**config.mk**
```make
export PLATFORM = sky130hd
export DESIGN_NAME = led_cube_command_frame_store_unit_flat
export DESIGN_NICKNAME = d
export VERILOG_FILES = /design/src/hdl/lcfs_pkg.sv /design/src/hdl/lcfs_if.sv /design/src/hdl/lcfs_ctrl.sv /design/src/hdl/lcfs_datapath.sv /design/src/hdl/led_cube_command_frame_store_unit.sv /design/src/flat_wrapper.sv
export SDC_FILE = /design/constraint.sdc
export NUM_CORES = 1
export LEC_CHECK = 0
export BUFFER_PORTS_ARGS = -buffer_cell sky130_fd_sc_hd__clkbuf_2
export CORE_MARGIN = 2
export CORE_UTILIZATION = 60
export DETAILED_ROUTE_END_ITERATION = 16
export PLACE_DENSITY = 0.77
export SLEW_MARGIN = 20
export SYNTH_ARGS = -nofsm -noshare
export SYNTH_HDL_FRONTEND = slang
export SYNTH_SLANG_ARGS = --single-unit
```
**constraint.sdc**
```tcl
create_clock -name clk_i -period 2.9 [get_ports clk_i]
set_input_delay 0.58 -clock clk_i [delete_from_list [all_inputs] [get_ports clk_i]]
set_output_delay 0.58 -clock clk_i [all_outputs]
set_load 0.005 [all_outputs]
```
**src/hdl/lcfs_pkg.sv**
```systemverilog
// ----------------------------------------------------------------------------
// LED cube frame store package
// Shared types, codes and constants of the frame store unit.
// ----------------------------------------------------------------------------
`default_nettype none

package lcfs_pkg;

  localparam int unsigned LAYERS    = 4;
  localparam int unsigned LANES     = 16;
  localparam int unsigned ROWS      = 4;
  localparam int unsigned VOXELS    = 64;
  localparam int unsigned INT_W     = 7;
  localparam logic [7:0]  TMO_RELOAD = 8'd255;

  typedef enum logic [1:0] {
    OP_BYTE  = 2'd0,
    OP_PLANE = 2'd1,
    OP_TICK  = 2'd2,
    OP_NONE  = 2'd3
  } lcfs_op_e;

  typedef enum logic [5:0] {
    CMD_HOME  = 6'd0,
    CMD_OFF   = 6'd1,
    CMD_ON    = 6'd2,
    CMD_NEXT  = 6'd3,
    CMD_CLEAR = 6'd4,
    CMD_PING  = 6'd5
  } lcfs_cmd_e;

  typedef enum logic {
    ST_IDLE,
    ST_EXEC
  } lcfs_state_e;

  // controller to datapath
  typedef struct packed {
    logic load;
    logic exec;
  } lcfs_ctl_t;

  // voxel lane to driver bit
  localparam logic [3:0] DRV_MAP [LANES] = '{
    4'd11, 4'd8,  4'd7, 4'd4,
    4'd12, 4'd9,  4'd6, 4'd3,
    4'd13, 4'd10, 4'd5, 4'd2,
    4'd14, 4'd15, 4'd0, 4'd1
  };

endpackage

`default_nettype wire

```
**src/hdl/lcfs_if.sv**
```systemverilog
// ----------------------------------------------------------------------------
// LED cube frame store channels
// Valid/ready channel interfaces for items and results.
// ----------------------------------------------------------------------------
`default_nettype none

interface lcfs_in_if;
  logic       valid;
  logic       ready;
  logic [1:0] op;
  logic [7:0] rx_byte;
  logic [1:0] layer_sel;
  logic [2:0] plane_sel;

  modport source (output valid, op, rx_byte, layer_sel, plane_sel, input ready);
  modport sink   (input valid, op, rx_byte, layer_sel, plane_sel, output ready);
endinterface

interface lcfs_out_if;
  logic        valid;
  logic        ready;
  logic [15:0] plane_word;
  logic        lamp_on;
  logic [1:0]  pattern_select;
  logic        host_active;
  logic [5:0]  write_position;

  modport source (output valid, plane_word, lamp_on, pattern_select, host_active,
                  write_position, input ready);
  modport sink   (input valid, plane_word, lamp_on, pattern_select, host_active,
                  write_position, output ready);
endinterface

`default_nettype wire

```
**src/hdl/lcfs_ctrl.sv**
```systemverilog
// ----------------------------------------------------------------------------
// LED cube frame store controller
// Sequences capture and execution of one item and owns the result valid.
// ----------------------------------------------------------------------------
`default_nettype none

module lcfs_ctrl
  import lcfs_pkg::*;
(
  input  wire logic      clk_i,
  input  wire logic      rst_ni,
  input  wire logic      in_valid_i,
  output logic           in_ready_o,
  output logic           out_valid_o,
  input  wire logic      out_ready_i,
  output lcfs_ctl_t      ctl_o
);

  lcfs_state_e state_q, state_d;
  logic        out_valid_q, out_valid_d;
  logic        out_free;

  always_ff @(posedge clk_i or negedge rst_ni) begin
    if (!rst_ni) begin
      state_q     <= ST_IDLE;
      out_valid_q <= 1'b0;
    end else begin
      state_q     <= state_d;
      out_valid_q <= out_valid_d;
    end
  end

  always_comb begin
    state_d    = state_q;
    in_ready_o = 1'b0;
    ctl_o      = '0;
    out_free   = !out_valid_q || out_ready_i;
    unique case (state_q)
      ST_IDLE: begin
        in_ready_o = 1'b1;
        if (in_valid_i) begin
          ctl_o.load = 1'b1;
          state_d    = ST_EXEC;
        end
      end
      ST_EXEC: begin
        if (out_free) begin
          ctl_o.exec = 1'b1;
          state_d    = ST_IDLE;
        end
      end
      default: state_d = ST_IDLE;
    endcase
    if (ctl_o.exec) begin
      out_valid_d = 1'b1;
    end else if (out_ready_i) begin
      out_valid_d = 1'b0;
    end else begin
      out_valid_d = out_valid_q;
    end
  end

  assign out_valid_o = out_valid_q;

endmodule

`default_nettype wire

```
**src/hdl/lcfs_datapath.sv**
```systemverilog
// ----------------------------------------------------------------------------
// LED cube frame store datapath
// Voxel store, status registers, command decode and plane word gather.
// ----------------------------------------------------------------------------
`default_nettype none

module lcfs_datapath
  import lcfs_pkg::*;
(
  input  wire logic        clk_i,
  input  wire logic        rst_ni,
  input  wire lcfs_ctl_t   ctl_i,
  input  wire logic [1:0]  op_i,
  input  wire logic [7:0]  rx_byte_i,
  input  wire logic [1:0]  layer_sel_i,
  input  wire logic [2:0]  plane_sel_i,
  output logic [15:0]      plane_word_o,
  output logic             lamp_on_o,
  output logic [1:0]       pattern_select_o,
  output logic             host_active_o,
  output logic [5:0]       write_position_o
);

  // captured item
  lcfs_op_e    op_q;
  logic [7:0]  rx_q;
  logic [1:0]  layer_q;
  logic [2:0]  plane_q;

  // status
  logic [5:0]  pos_q, pos_d;
  logic        en_q, en_d;
  logic [1:0]  pat_q, pat_d;
  logic [7:0]  tmo_q, tmo_d;

  // store: one small array per lane, indexed by layer
  logic [INT_W-1:0] store_q [LANES][ROWS];
  logic [VOXELS-1:0] vld_q;
  logic              wr_en;
  logic              clr_en;

  logic [15:0] word;
  logic [INT_W-1:0] vox;

  always_ff @(posedge clk_i) begin
    if (ctl_i.load) begin
      op_q    <= lcfs_op_e'(op_i);
      rx_q    <= rx_byte_i;
      layer_q <= layer_sel_i;
      plane_q <= plane_sel_i;
    end
  end

  always_comb begin
    pos_d  = pos_q;
    en_d   = en_q;
    pat_d  = pat_q;
    tmo_d  = tmo_q;
    wr_en  = 1'b0;
    clr_en = 1'b0;
    unique case (op_q)
      OP_BYTE: begin
        if (!rx_q[7]) begin
          tmo_d = TMO_RELOAD;
          wr_en = 1'b1;
          pos_d = pos_q + 6'd1;
        end else if (rx_q[6]) begin
          pos_d = rx_q[5:0];
        end else begin
          case (rx_q[5:0])
            CMD_HOME:  pos_d = '0;
            CMD_OFF:   en_d = 1'b0;
            CMD_ON:    en_d = 1'b1;
            CMD_NEXT: begin
              pat_d  = pat_q + 2'd1;
              clr_en = 1'b1;
            end
            CMD_CLEAR: clr_en = 1'b1;
            CMD_PING:  tmo_d = TMO_RELOAD;
            default:   ;
          endcase
        end
      end
      OP_TICK: begin
        if (tmo_q != 8'd0) tmo_d = tmo_q - 8'd1;
      end
      OP_PLANE, OP_NONE: ;
      default: ;
    endcase
  end

  always_comb begin
    word = '0;
    vox  = '0;
    if (op_q == OP_PLANE && int'(layer_q) < LAYERS && plane_q != 3'd7) begin
      for (int p = 0; p < LANES; p++) begin
        vox = vld_q[{layer_q, 4'(p)}] ? store_q[p][layer_q] : '0;
        word[DRV_MAP[p]] = vox[plane_q];
      end
    end
  end

  always_ff @(posedge clk_i) begin
    if (ctl_i.exec && wr_en) begin
      store_q[pos_q[3:0]][pos_q[5:4]] <= rx_q[INT_W-1:0];
    end
  end

  always_ff @(posedge clk_i or negedge rst_ni) begin
    if (!rst_ni) begin
      vld_q <= '0;
      pos_q <= '0;
      en_q  <= 1'b1;
      pat_q <= '0;
      tmo_q <= '0;
    end else if (ctl_i.exec) begin
      if (clr_en) begin
        vld_q <= '0;
      end else if (wr_en) begin
        vld_q[pos_q] <= 1'b1;
      end
      pos_q <= pos_d;
      en_q  <= en_d;
      pat_q <= pat_d;
      tmo_q <= tmo_d;
    end
  end

  always_ff @(posedge clk_i) begin
    if (ctl_i.exec) begin
      plane_word_o     <= word;
      lamp_on_o        <= en_d;
      pattern_select_o <= pat_d;
      host_active_o    <= (tmo_d != 8'd0);
      write_position_o <= pos_d;
    end
  end

endmodule

`default_nettype wire

```
**src/hdl/led_cube_command_frame_store_unit.sv**
```systemverilog
// An accepted item is first captured, then executed into the result register.
// The controller takes a new item only from its idle state, after the last item
//   has executed, and the execute step waits while the result register is full.
// The result register lets the next item be captured while a result waits.
// Reset (rst_ni low, asynchronous): store reads all zero, position zero, display on,
//   pattern zero, host timeout zero, no result pending; no clearing pass.
// ----------------------------------------------------------------------------
// LED cube command and frame store unit
// Serial command decode into a 64-voxel intensity store with bit-plane reads.
// ----------------------------------------------------------------------------
`default_nettype none

module led_cube_command_frame_store_unit
  import lcfs_pkg::*;
(
  input  wire logic   clk_i,
  input  wire logic   rst_ni,
  lcfs_in_if.sink     in_i,
  lcfs_out_if.source  out_o
);

  lcfs_ctl_t ctl;

  lcfs_ctrl u_ctrl (
    .clk_i       (clk_i),
    .rst_ni      (rst_ni),
    .in_valid_i  (in_i.valid),
    .in_ready_o  (in_i.ready),
    .out_valid_o (out_o.valid),
    .out_ready_i (out_o.ready),
    .ctl_o       (ctl)
  );

  lcfs_datapath u_datapath (
    .clk_i            (clk_i),
    .rst_ni           (rst_ni),
    .ctl_i            (ctl),
    .op_i             (in_i.op),
    .rx_byte_i        (in_i.rx_byte),
    .layer_sel_i      (in_i.layer_sel),
    .plane_sel_i      (in_i.plane_sel),
    .plane_word_o     (out_o.plane_word),
    .lamp_on_o        (out_o.lamp_on),
    .pattern_select_o (out_o.pattern_select),
    .host_active_o    (out_o.host_active),
    .write_position_o (out_o.write_position)
  );

endmodule

`default_nettype wire

```
**src/flat_wrapper.sv**
```systemverilog
// flat-port wrapper written by rule: the top's interface ports become plain ports
module led_cube_command_frame_store_unit_flat import lcfs_pkg::*;
  (clk_i, rst_ni, in_i_valid, in_i_op, in_i_rx_byte, in_i_layer_sel, in_i_plane_sel, in_i_ready, out_o_valid, out_o_plane_word, out_o_lamp_on, out_o_pattern_select, out_o_host_active, out_o_write_position, out_o_ready);
  lcfs_in_if in_i_i ();
  lcfs_out_if out_o_i ();
  input  wire logic clk_i;
  input  wire logic rst_ni;
  input wire logic [$bits(in_i_i.valid)-1:0] in_i_valid;
  input wire logic [$bits(in_i_i.op)-1:0] in_i_op;
  input wire logic [$bits(in_i_i.rx_byte)-1:0] in_i_rx_byte;
  input wire logic [$bits(in_i_i.layer_sel)-1:0] in_i_layer_sel;
  input wire logic [$bits(in_i_i.plane_sel)-1:0] in_i_plane_sel;
  output wire logic [$bits(in_i_i.ready)-1:0] in_i_ready;
  output wire logic [$bits(out_o_i.valid)-1:0] out_o_valid;
  output wire logic [$bits(out_o_i.plane_word)-1:0] out_o_plane_word;
  output wire logic [$bits(out_o_i.lamp_on)-1:0] out_o_lamp_on;
  output wire logic [$bits(out_o_i.pattern_select)-1:0] out_o_pattern_select;
  output wire logic [$bits(out_o_i.host_active)-1:0] out_o_host_active;
  output wire logic [$bits(out_o_i.write_position)-1:0] out_o_write_position;
  input wire logic [$bits(out_o_i.ready)-1:0] out_o_ready;
  assign in_i_i.valid = in_i_valid;
  assign in_i_i.op = in_i_op;
  assign in_i_i.rx_byte = in_i_rx_byte;
  assign in_i_i.layer_sel = in_i_layer_sel;
  assign in_i_i.plane_sel = in_i_plane_sel;
  assign in_i_ready = in_i_i.ready;
  assign out_o_valid = out_o_i.valid;
  assign out_o_plane_word = out_o_i.plane_word;
  assign out_o_lamp_on = out_o_i.lamp_on;
  assign out_o_pattern_select = out_o_i.pattern_select;
  assign out_o_host_active = out_o_i.host_active;
  assign out_o_write_position = out_o_i.write_position;
  assign out_o_i.ready = out_o_ready;
  led_cube_command_frame_store_unit u_core (.clk_i(clk_i), .rst_ni(rst_ni), .in_i(in_i_i), .out_o(out_o_i));
endmodule
```
==> flow_summary.toml, run 1 <==
[grt]
grt_max_degree = 97
grt_pass1_wl_mm = 81.4
track_usage_pct = 27.2
grt_antenna_before_repair = 0
first_global_vias = 13497
gr-total-overflow = 0

[yosys]
ys_seq_elements = 572
syn-num-nets = 1365
yosysSeqAreaShare_pct = 72.1
yosysWarnings = 0
ys_types = 64
synth_top_area_share_pct = 63.2
synth_top_area_cell = "edfxtp_1"
synth.area.top_cells = "edfxtp_1 (63%), mux4_2 (12%), dfrtp_1 (8.8%)"
avgSynthCellArea_sq_um = 17.3
ys.flop_type = "edfxtp_1"
syn_area_sq_um = 23200
synth_edf_count = 489
synthCells = 1340
ys_async_sr_fraction_pct = 14.5

[layout]
area_delta_synth_final_pct = 14.3
n_antenna_cell = 0
fill_cells = 2413
stdcell_area_sq_um = 26600
final_cells = 2046
fin_nets = 1507
layout-drive-gt1-share_pct = 25.6

[placement]
gp_congestion = 0.900
dp_worst_setup_slack_ns = 0.246
dpl.cell_count = 1942
dp_hpwl_mm = 31.2
port_buffers = 46
placedInstanceArea_sq_um = 24700

[floorplanning]
die_h_um = 201
row_count = 72
die_w_um = 201
start_util_pct = 60.4
io_pins = 47
dieArea_sq_um = 40300
core_sq_um = 38500

[clocking]
clk_pin_slew_ns = 0.07
post_cts_resized = 0
root_buffer = "clkbuf_16"
insertion_delay_ns = 0.61
htreeDepth = 2
cts_inserted_buffers = 55
cts_num_sinks = 572
cts_buffer_depth = 3
cts_tree = "done"

[routing]
via_per_inst = 6.41
dr.pass1.iters = 5
avgRoutedWirePerCell_um = 25.9
ant_nets = 0
drc = 0
routed_wl_mm = 53.0
vias = 13125
first_iter_violations = 1298

[sta]
timing.slew.headroom_pct = 40.2
finalCritPeriodShare_pct = 91.2
post-route-min-period_ns = 2.65
hold_viol = 0
clock_skew_ns = 0.0185
setup_slack_ns = 0.254
max_freq_mhz = 378
fin_setup_tns_ns = 0
slew_viol_final = 0
setup_viol = 0
tightest_slew_ns = 0.893
rsz0062_at_grt = "false"

[worst_setup_path]
path_class = "flop to flop"
worst_setup_path_end_kind = "flop"
crit_arrival_ns = 2.87
cp-start-kind = "flop"
rrSetupSlack_ns = 0.25
path_max_fanout = 10
required_ns = 3.13

[flow_run]
cap_violations = 0

[power]
powerDensity_nw_per_um2 = 775
p_leak_nw = 9.15
peakVddDrop_mv = 0.704

[min_path]
min_path_type = "input port to flop"

[run_status]
status = "finished clean"
## critical path, stage by stage, from the launching register on
cell,delay (ns)
edfxtp_1,0.51
nor3_2,0.34
nand3_1,0.34
or2_2,0.54
nor2_1,0.55
## layout by cell type, fill, tap and decap left out, types with 20 or more instances in the layout
cell type and count:
o21ai_0 21, edfxtp_1 489, buf_4 103, dfrtp_1 82, nor2_1 154, nor3_1 20
inv_1 26, clkbuf_2 45, nand2_1 44, mux4_2 128, clkbuf_16 56, nor2b_1 36
a21oi_1 73, o21ai_1 20
## state kept, by name, indices dropped and copies added, names as in the netlist, 2 cells and up
signal / flops
u_core.u_datapath.plane_word_o: 16
u_core.u_datapath.tmo_q: 8
u_core.u_datapath.store_q: 448
u_core.u_datapath.vld_q: 64
u_core.u_datapath.pattern_select_o: 2
u_core.u_datapath.rx_q: 8
u_core.u_datapath.write_position_o: 6
u_core.u_datapath.pat_q: 2
u_core.u_datapath.plane_q: 3
u_core.u_datapath.pos_q: 6
u_core.u_datapath.op_q: 2
u_core.u_datapath.layer_q: 2
## metrics by stage
| step | hold WS, ns | power [mW] | utilization (%) |
|---|---|---|---|
| floorplan | 0.284 | 12.1 | - |
| global placement | 0.471 | 13.3 | 64.2 |
| detailed placement | 0.486 | 13.4 | 64.2 |
| CTS | 0.124 | 20.7 | 69.0 |
| global route | 0.123 | 21.3 | 69.0 |
| finish | 0.154 | 20.6 | 69.0 |
## power breakdown
| part | switching, mW | leakage (nW) | internal [mW] |
|---|---|---|---|
| clock network | 3.06 | 0.900 | 4.23 |
| logic | 2.07 | 2.75 | 1.23 |
| registers | 0.389 | 5.50 | 9.61 |
## cells in the mapped netlist (5+ instances only)
cell         n
o21ai_1     20
clkbuf_1    31
a21oi_1     73
buf_1        5
mux4_2     128
nand3_1      8
buf_2       22
nand2_1     44
nor2b_1     37
a31oi_1      5
inv_1       26
o21ai_0     21
nand3b_1    18
buf_6       14
mux2i_1     16
a211oi_1    16
nor3_1      20
a2111oi_0   19
nand2b_1     5
and2_1       7
ha_1         6
nor2_1     154
edfxtp_1   489
a2111oi_1   14
dfrtp_1     82
## routing by layer
metal	up-vias	GRT usage, %	part of all wire (%)
met5	-	0	0
met4	0	9.02	3.1
met3	121	7.42	9.5
met2	679	44.2	50
met1	6747	36.2	38
li1	5578	-	-
## path summary, 6_finish.rpt
path                            cells after the start                               startpoint                                          end
worst max-delay path                                4      u_core.u_datapath.op_q[1]$_DFFE_PP_  u_core.u_datapath.store_q[14][16]$_DFFE_PP_
min in group asynchronous                           2                                   rst_ni              u_core.u_ctrl.state_q$_DFF_PN0_
worst min register to register                      2  u_core.u_datapath.vld_q[53]$_DFFE_PN0P_      u_core.u_datapath.vld_q[53]$_DFFE_PN0P_
max in group asynchronous                           3                                   rst_ni      u_core.u_datapath.vld_q[56]$_DFFE_PN0P_
worst min-delay path                                1                        in_i_layer_sel[0]       u_core.u_datapath.layer_q[0]$_DFFE_PP_
worst max register to register                      4      u_core.u_datapath.op_q[1]$_DFFE_PP_  u_core.u_datapath.store_q[14][16]$_DFFE_PP_
## logic make-up (layout without fill, tap and decap cells)
family	Yosys count	in the layout	share of synthesized area, %
XOR/XNOR	4	4	0.151
buffers and inverters	104	292	2.38
AND/OR/NAND/NOR	322	322	6.74
flip-flops	572	572	72.1
AO/OA/AOI/OAI	185	185	5.03
adder cells (fa/ha/maj)	6	6	0.323
multiplexers	147	147	13.2
## cell type report
cell class	count	area, sq um	share of cell area (%)
multi-input combinational	664	5930	22.3
inverter	28	105	0.396
tap	518	648	2.44
timing repair buffer	161	1250	4.70
clock inverter	36	363	1.37
sequential	572	16800	63.1
clock buffer	67	1500	5.66
## repair_timing
action	4_1_cts	5_1_grt
endpoints found under the setup margin	0	0
endpoints found under the hold margin	12	0
hold buffers	1	0
setup buffers	0	0
Power figures use the tool's default switching activity.
==> run 2, diff against run 1 <==
==> constraint.sdc (replaced) <==
create_clock -name clk_i -period 2.75 [get_ports clk_i]
set_input_delay 0.55 -clock clk_i [delete_from_list [all_inputs] [get_ports clk_i]]
set_output_delay 0.55 -clock clk_i [all_outputs]
set_load 0.005 [all_outputs]
==> run 2 against run 1 <==
  * Critical path depth is 3 higher
  * Global-route usage shrank 0.37 points
  * Via count decreased by 0.15%
  * Combinational power rose by 5%
  * Clock skew barely moved
  * Sequential share of layout area fell by 0.19 points
  * Worst hold slack worse by 0.036 ns
  * First-iteration DRC count is 12% higher
  * Cell area rose by 0.31%
  * Setup slack lost 0.046 ns
  * Largest power group unchanged
  * Highest routed layer unchanged
==> flow_summary.toml, run 2 (synthesis gave the netlist of run 1 again) <==
[sta]
rsz0062_at_grt = "false"
fin_setup_tns_ns = 0
finalCritPeriodShare_pct = 92.4
setup_slack_ns = 0.208
max_freq_mhz = 393
slew_viol_final = 0
tightest_slew_ns = 1.01
setup_viol = 0
clock_skew_ns = 0.0182
post-route-min-period_ns = 2.54
hold_viol = 0
timing.slew.headroom_pct = 32.1

[floorplanning]
row_count = 72
core_sq_um = 38500
die_h_um = 201
die_w_um = 201
io_pins = 47
start_util_pct = 60.4
dieArea_sq_um = 40300

[layout]
fill_cells = 2449
area_delta_synth_final_pct = 14.6
largest_reg_flops = 448
n_antenna_cell = 0
layout_common_cells = "edfxtp_1 (489), nor2_1 (154), mux4_2 (128)"
final_cells = 2065
fin_nets = 1525
layout-drive-gt1-share_pct = 25.8
final_util_pct = 69.2
final_common_cell = "edfxtp_1"

[power]
peakVddDrop_mv = 0.707
sw_frac_of_total_pct = 26.7
combPwrFrac_pct = 16.1
seq_power_share_pct = 48.9
intPower_mw = 15.8
powerDensity_nw_per_um2 = 811
clockPowerShare_pct = 35.0
p_switching_mw = 5.76
p_leak_nw = 9.23

[flow_run]
cap_violations = 0

[worst_setup_path]
r2r-end = "u_core.u_datapath.host_active_o$_DFFE_PP_"
crit_buf_inv = 1
path_max_fanout = 8
cp-start-kind = "flop"
crit_family = "simple AND/OR/NAND/NOR gates"
worstPathCellList = "inv_1, ha_1, or3b_2, nor2_2, nor4_1, a2111oi_1, nand4_1"
r2r_cells = 7
path_class = "flop to flop"
rrSetupSlack_ns = 0.21
regToRegStartpoint = "u_core.u_datapath.tmo_q[0]$_DFFE_PN0P_"
cp_slowest_stage_delay_ns = 0.51
crit_arrival_ns = 2.88
worst_setup_path_end_kind = "flop"
slowest_stage = "or3b_2"
required_ns = 3.09

[placement]
gp_congestion = 0.903
dp_worst_setup_slack_ns = 0.259
port_buffers = 46
dpl.cell_count = 1960
dp_hpwl_mm = 31.3

[routing]
via_per_inst = 6.35
routed_wl_mm = 52.0
avgRoutedWirePerCell_um = 25.2
first_iter_violations = 1454
drc = 0
dr.pass1.iters = 5
vias = 13105
ant_nets = 0

[clocking]
cts_tree = "done"
clk_pin_slew_ns = 0.06
cts_num_sinks = 572
insertion_delay_ns = 0.61
htreeDepth = 2
cts_buffer_depth = 3
root_buffer = "clkbuf_16"
cts_inserted_buffers = 55

[grt]
gr-total-overflow = 0
grt_pass1_wl_mm = 81.2
first_global_vias = 13664
track_usage_pct = 26.8
grt_antenna_before_repair = 1
grt_max_degree = 68

[min_path]
min_path_type = "input port to flop"
hp-start = "in_i_rx_byte[5]"
whs_endpoint = "u_core.u_datapath.rx_q[5]$_DFFE_PP_"
hold_path_depth = 1

[run_status]
status = "finished clean"
==> run 2: cell count changes in the layout (fill, tap and decap cells not counted) <==
cell        change
buf_4          +18
clkbuf_1        +9
clkinvlp_4      -5
clkbuf_8        -2
clkinv_1        +2
clkinv_4        -2
inv_6           -2
clkinv_2        +1
==> run 2: how the worst max path moves through the flow <==
stage	startpoint	endpoint	cells past startpoint
4_1_cts	u_core.u_datapath.layer_q[0]$_DFFE_PP_	u_core.u_datapath.plane_word_o[0]$_SDFFCE_PN0P_	6
6_report	u_core.u_datapath.tmo_q[0]$_DFFE_PN0P_	u_core.u_datapath.host_active_o$_DFFE_PP_	7
2_1_floorplan	u_core.u_datapath.rx_q[0]$_DFFE_PP_	u_core.u_datapath.vld_q[31]$_DFFE_PN0P_	7
5_1_grt	u_core.u_datapath.layer_q[0]$_DFFE_PP_	u_core.u_datapath.plane_word_o[0]$_SDFFCE_PN0P_	6
3_5_place_dp	u_core.u_datapath.tmo_q[0]$_DFFE_PN0P_	u_core.u_datapath.host_active_o$_DFFE_PP_	7
3_3_place_gp	u_core.u_datapath.tmo_q[0]$_DFFE_PN0P_	u_core.u_datapath.host_active_o$_DFFE_PP_	7
==> run 2: power groups by stage <==
stage / registers [mW] / clock network (mW) / logic, mW
floorplan: 10.7 / 0 / 2.07
global placement: 10.7 / 0 / 3.34
detailed placement: 10.7 / 0 / 3.43
CTS: 10.5 / 7.67 / 3.47
global route: 10.6 / 8.04 / 3.74
finish: 10.6 / 7.57 / 3.47
==> run 2: metrics by stage <==
step | instance area [sq um] | hold WS, ns | total power [mW]
2_1_floorplan | 23200 | 0.254 | 12.7
3_3_place_gp | 24800 | 0.470 | 14.0
3_5_place_dp | 24800 | 0.480 | 14.1
4_1_cts | 26600 | 0.0862 | 21.7
5_1_grt | 26600 | 0.0933 | 22.4
6_report | 26600 | 0.118 | 21.6
==> run 2: per-layer routing <==
layer / GRT usage, % / vias up / part of all wire (%)
li1: - / 5597 / -
met1: 37.2 / 6688 / 39
met2: 43.5 / 680 / 49
met3: 4.89 / 140 / 8.1
met4: 9.63 / 0 / 3.5
met5: 0 / - / 0
==> run 2: repair_timing <==
item | 4_1_cts | 5_1_grt
setup endpoints to repair | 0 | 0
buffers inserted | 0 | 0
hold buffers | 1 | 0
resized for setup | 0 | 0
endpoints found under the hold margin | 44 | 0
==> run 2: final cells by class <==
class	instances	area, sq um	share of cell area [%]
clock buffers	74	1510	5.66
clock inverters	30	303	1.14
inverters	28	105	0.395
multi-input cells	664	5930	22.2
flip-flops and latches	572	16800	62.9
well taps	518	648	2.43
repair buffers	179	1380	5.20
==> run 3, diff against run 2 <==
--- a/config.mk
+++ b/config.mk
@@ -8,6 +8,7 @@
 export BUFFER_PORTS_ARGS = -buffer_cell sky130_fd_sc_hd__clkbuf_2
 export CORE_MARGIN = 2
 export CORE_UTILIZATION = 60
+export CTS_BUF_LIST = sky130_fd_sc_hd__clkbuf_4
 export DETAILED_ROUTE_END_ITERATION = 16
 export PLACE_DENSITY = 0.77
 export SLEW_MARGIN = 20
==> constraint.sdc (replaced) <==
create_clock -name clk_i -period 3 [get_ports clk_i]
set_input_delay 0.6 -clock clk_i [delete_from_list [all_inputs] [get_ports clk_i]]
set_output_delay 0.6 -clock clk_i [all_outputs]
set_load 0.005 [all_outputs]
==> run 3 against run 2 <==
  * Via count is 2.5% higher
  * Setup slack improved by 0.085 ns
  * Count of clock-buffer cells in the layout is 130 higher
  * Clock skew increased by 0.035 ns
  * Combinational power shrank 11%
  * Power down 12%
  * Sequential power fell by 9%
  * First-iteration DRC count fell by 11%
  * Global-route usage fell by 0.43 points
  * Worst hold slack got worse by 0.041 ns
  * Flip-flop and latch count stayed put
  * Maximum frequency fell by 6.1%
==> flow_summary.toml, run 3 (synthesis gave the netlist of run 1 again) <==
[worst_setup_path]
crit_family = "simple AND/OR/NAND/NOR gates"
required_ns = 3.40
path_max_fanout = 16
slowest_stage = "or2_2"
worst_setup_path_end_kind = "flop"
crit_buf_inv = 0
cp-start-kind = "flop"
worstPathCellList = "nor3_2, nand3_1, or2_2, nor2_1"
crit_arrival_ns = 3.11
rrSetupSlack_ns = 0.29
path_class = "flop to flop"
cp_slowest_stage_delay_ns = 0.65

[routing]
ant_nets = 0
drc = 0
avgRoutedWirePerCell_um = 23.3
via_per_inst = 6.11
dr.pass1.iters = 5
routed_wl_mm = 51.2
vias = 13434
first_iter_violations = 1290

[placement]
gp_congestion = 0.884
dp_hpwl_mm = 30.4
dp_worst_setup_slack_ns = 0.233
port_buffers = 46

[sta]
fin_setup_tns_ns = 0
slew_viol_final = 0
timing.slew.headroom_pct = 42.3
max_freq_mhz = 369
setup_viol = 0
post-route-min-period_ns = 2.71
tightest_slew_ns = 0.859
whs_ns = 0.0763
clock_skew_ns = 0.0535
setup_slack_ns = 0.293
finalCritPeriodShare_pct = 90.2
rsz0062_at_grt = "false"
hold_viol = 0

[layout]
largest_reg_flops = 448
layout_common_cells = "edfxtp_1 (489), clkbuf_4 (204), nor2_1 (154)"
area_delta_synth_final_pct = 14.0
fill_cells = 2508
final_common_cell = "edfxtp_1"
final-seq-area_sq_um = 16800
multiInputGateArea_sq_um = 5930
layout-drive-gt1-share_pct = 30.3
final_util_pct = 68.9
fin_nets = 1596

[grt]
track_usage_pct = 26.4
gr-total-overflow = 0
grt_max_degree = 97
grt_pass1_wl_mm = 79.6
first_global_vias = 13930
grt_antenna_before_repair = 3

[min_path]
min_path_type = "input port to flop"

[power]
powerDensity_nw_per_um2 = 718
peakVddDrop_mv = 0.479
finalPower_mw = 19.0
p_leak_nw = 9.31

[floorplanning]
io_pins = 47
start_util_pct = 60.4
row_count = 72
die_w_um = 201
core_sq_um = 38500
die_h_um = 201
dieArea_sq_um = 40300

[clocking]
insertion_delay_ns = 0.80
cts_buffer_depth = 3
cts_setup_buffers = 0
cts_num_sinks = 572
htreeDepth = 4
clk_pin_slew_ns = 0.06
cts_inserted_buffers = 139
root_buffer = "clkbuf_4"
cts_tree = "done"

[run_status]
status = "finished clean"

[flow_run]
cap_violations = 0
-- run 3: final timing paths --
check / from / endpoint / cells past startpoint
setup / recovery: u_core.u_datapath.op_q[1]$_DFFE_PP_ / u_core.u_datapath.store_q[5][20]$_DFFE_PP_ / 4
min in group asynchronous: rst_ni / u_core.u_datapath.pos_q[3]$_DFFE_PN0P_ / 2
setup reg to reg: u_core.u_datapath.op_q[1]$_DFFE_PP_ / u_core.u_datapath.store_q[5][20]$_DFFE_PP_ / 4
hold reg to reg: u_core.u_datapath.vld_q[25]$_DFFE_PN0P_ / u_core.u_datapath.vld_q[25]$_DFFE_PN0P_ / 2
max in group asynchronous: rst_ni / u_core.u_datapath.vld_q[29]$_DFFE_PN0P_ / 3
hold / removal: in_i_valid / u_core.u_ctrl.state_q$_DFF_PN0_ / 3
-- run 3: stage by stage --
stage,std cells,area [sq um]
6_report,2200,26500
4_1_cts,2199,26500
3_3_place_gp,1932,24600
3_5_place_dp,1932,24600
5_1_grt,2200,26500
2_1_floorplan,1340,23200
-- run 3: power by group --
group / leakage [nW] / internal, mW / switching, mW
Clock: 1.06 / 3.30 / 2.96
Combinational: 2.75 / 1.15 / 1.94
Sequential: 5.50 / 9.28 / 0.372
-- run 3: layout make-up --
cell class / count / share of cell area, %
diodes: 1 / 0.00944
clock buffers: 204 / 5.78
clock inverters: 47 / 0.911
inverters: 28 / 0.397
multi-input cells: 664 / 22.4
flip-flops and latches: 572 / 63.2
well taps: 518 / 2.45
repair buffers: 166 / 4.85
-- run 3: worst reg2reg max path, stage by stage, from the launching register on --
cell	delay, ns
edfxtp_1	0.50
nor3_2	0.32
nand3_1	0.32
or2_2	0.65
nor2_1	0.58
-- run 3: layer usage --
metal | vias up | global-route usage (%) | wire length [um]
li1 | 5861 | - | -
met1 | 6835 | 35.5 | 20500
met2 | 626 | 42.9 | 25400
met3 | 108 | 6.30 | 3950
met4 | 4 | 9.37 | 1340
met5 | - | 0 | 29
-- run 3: what timing repair did --
action	4_1_cts	5_1_grt
hold endpoints to repair	63	0
hold buffers	16	0
gates resized for setup	0	0
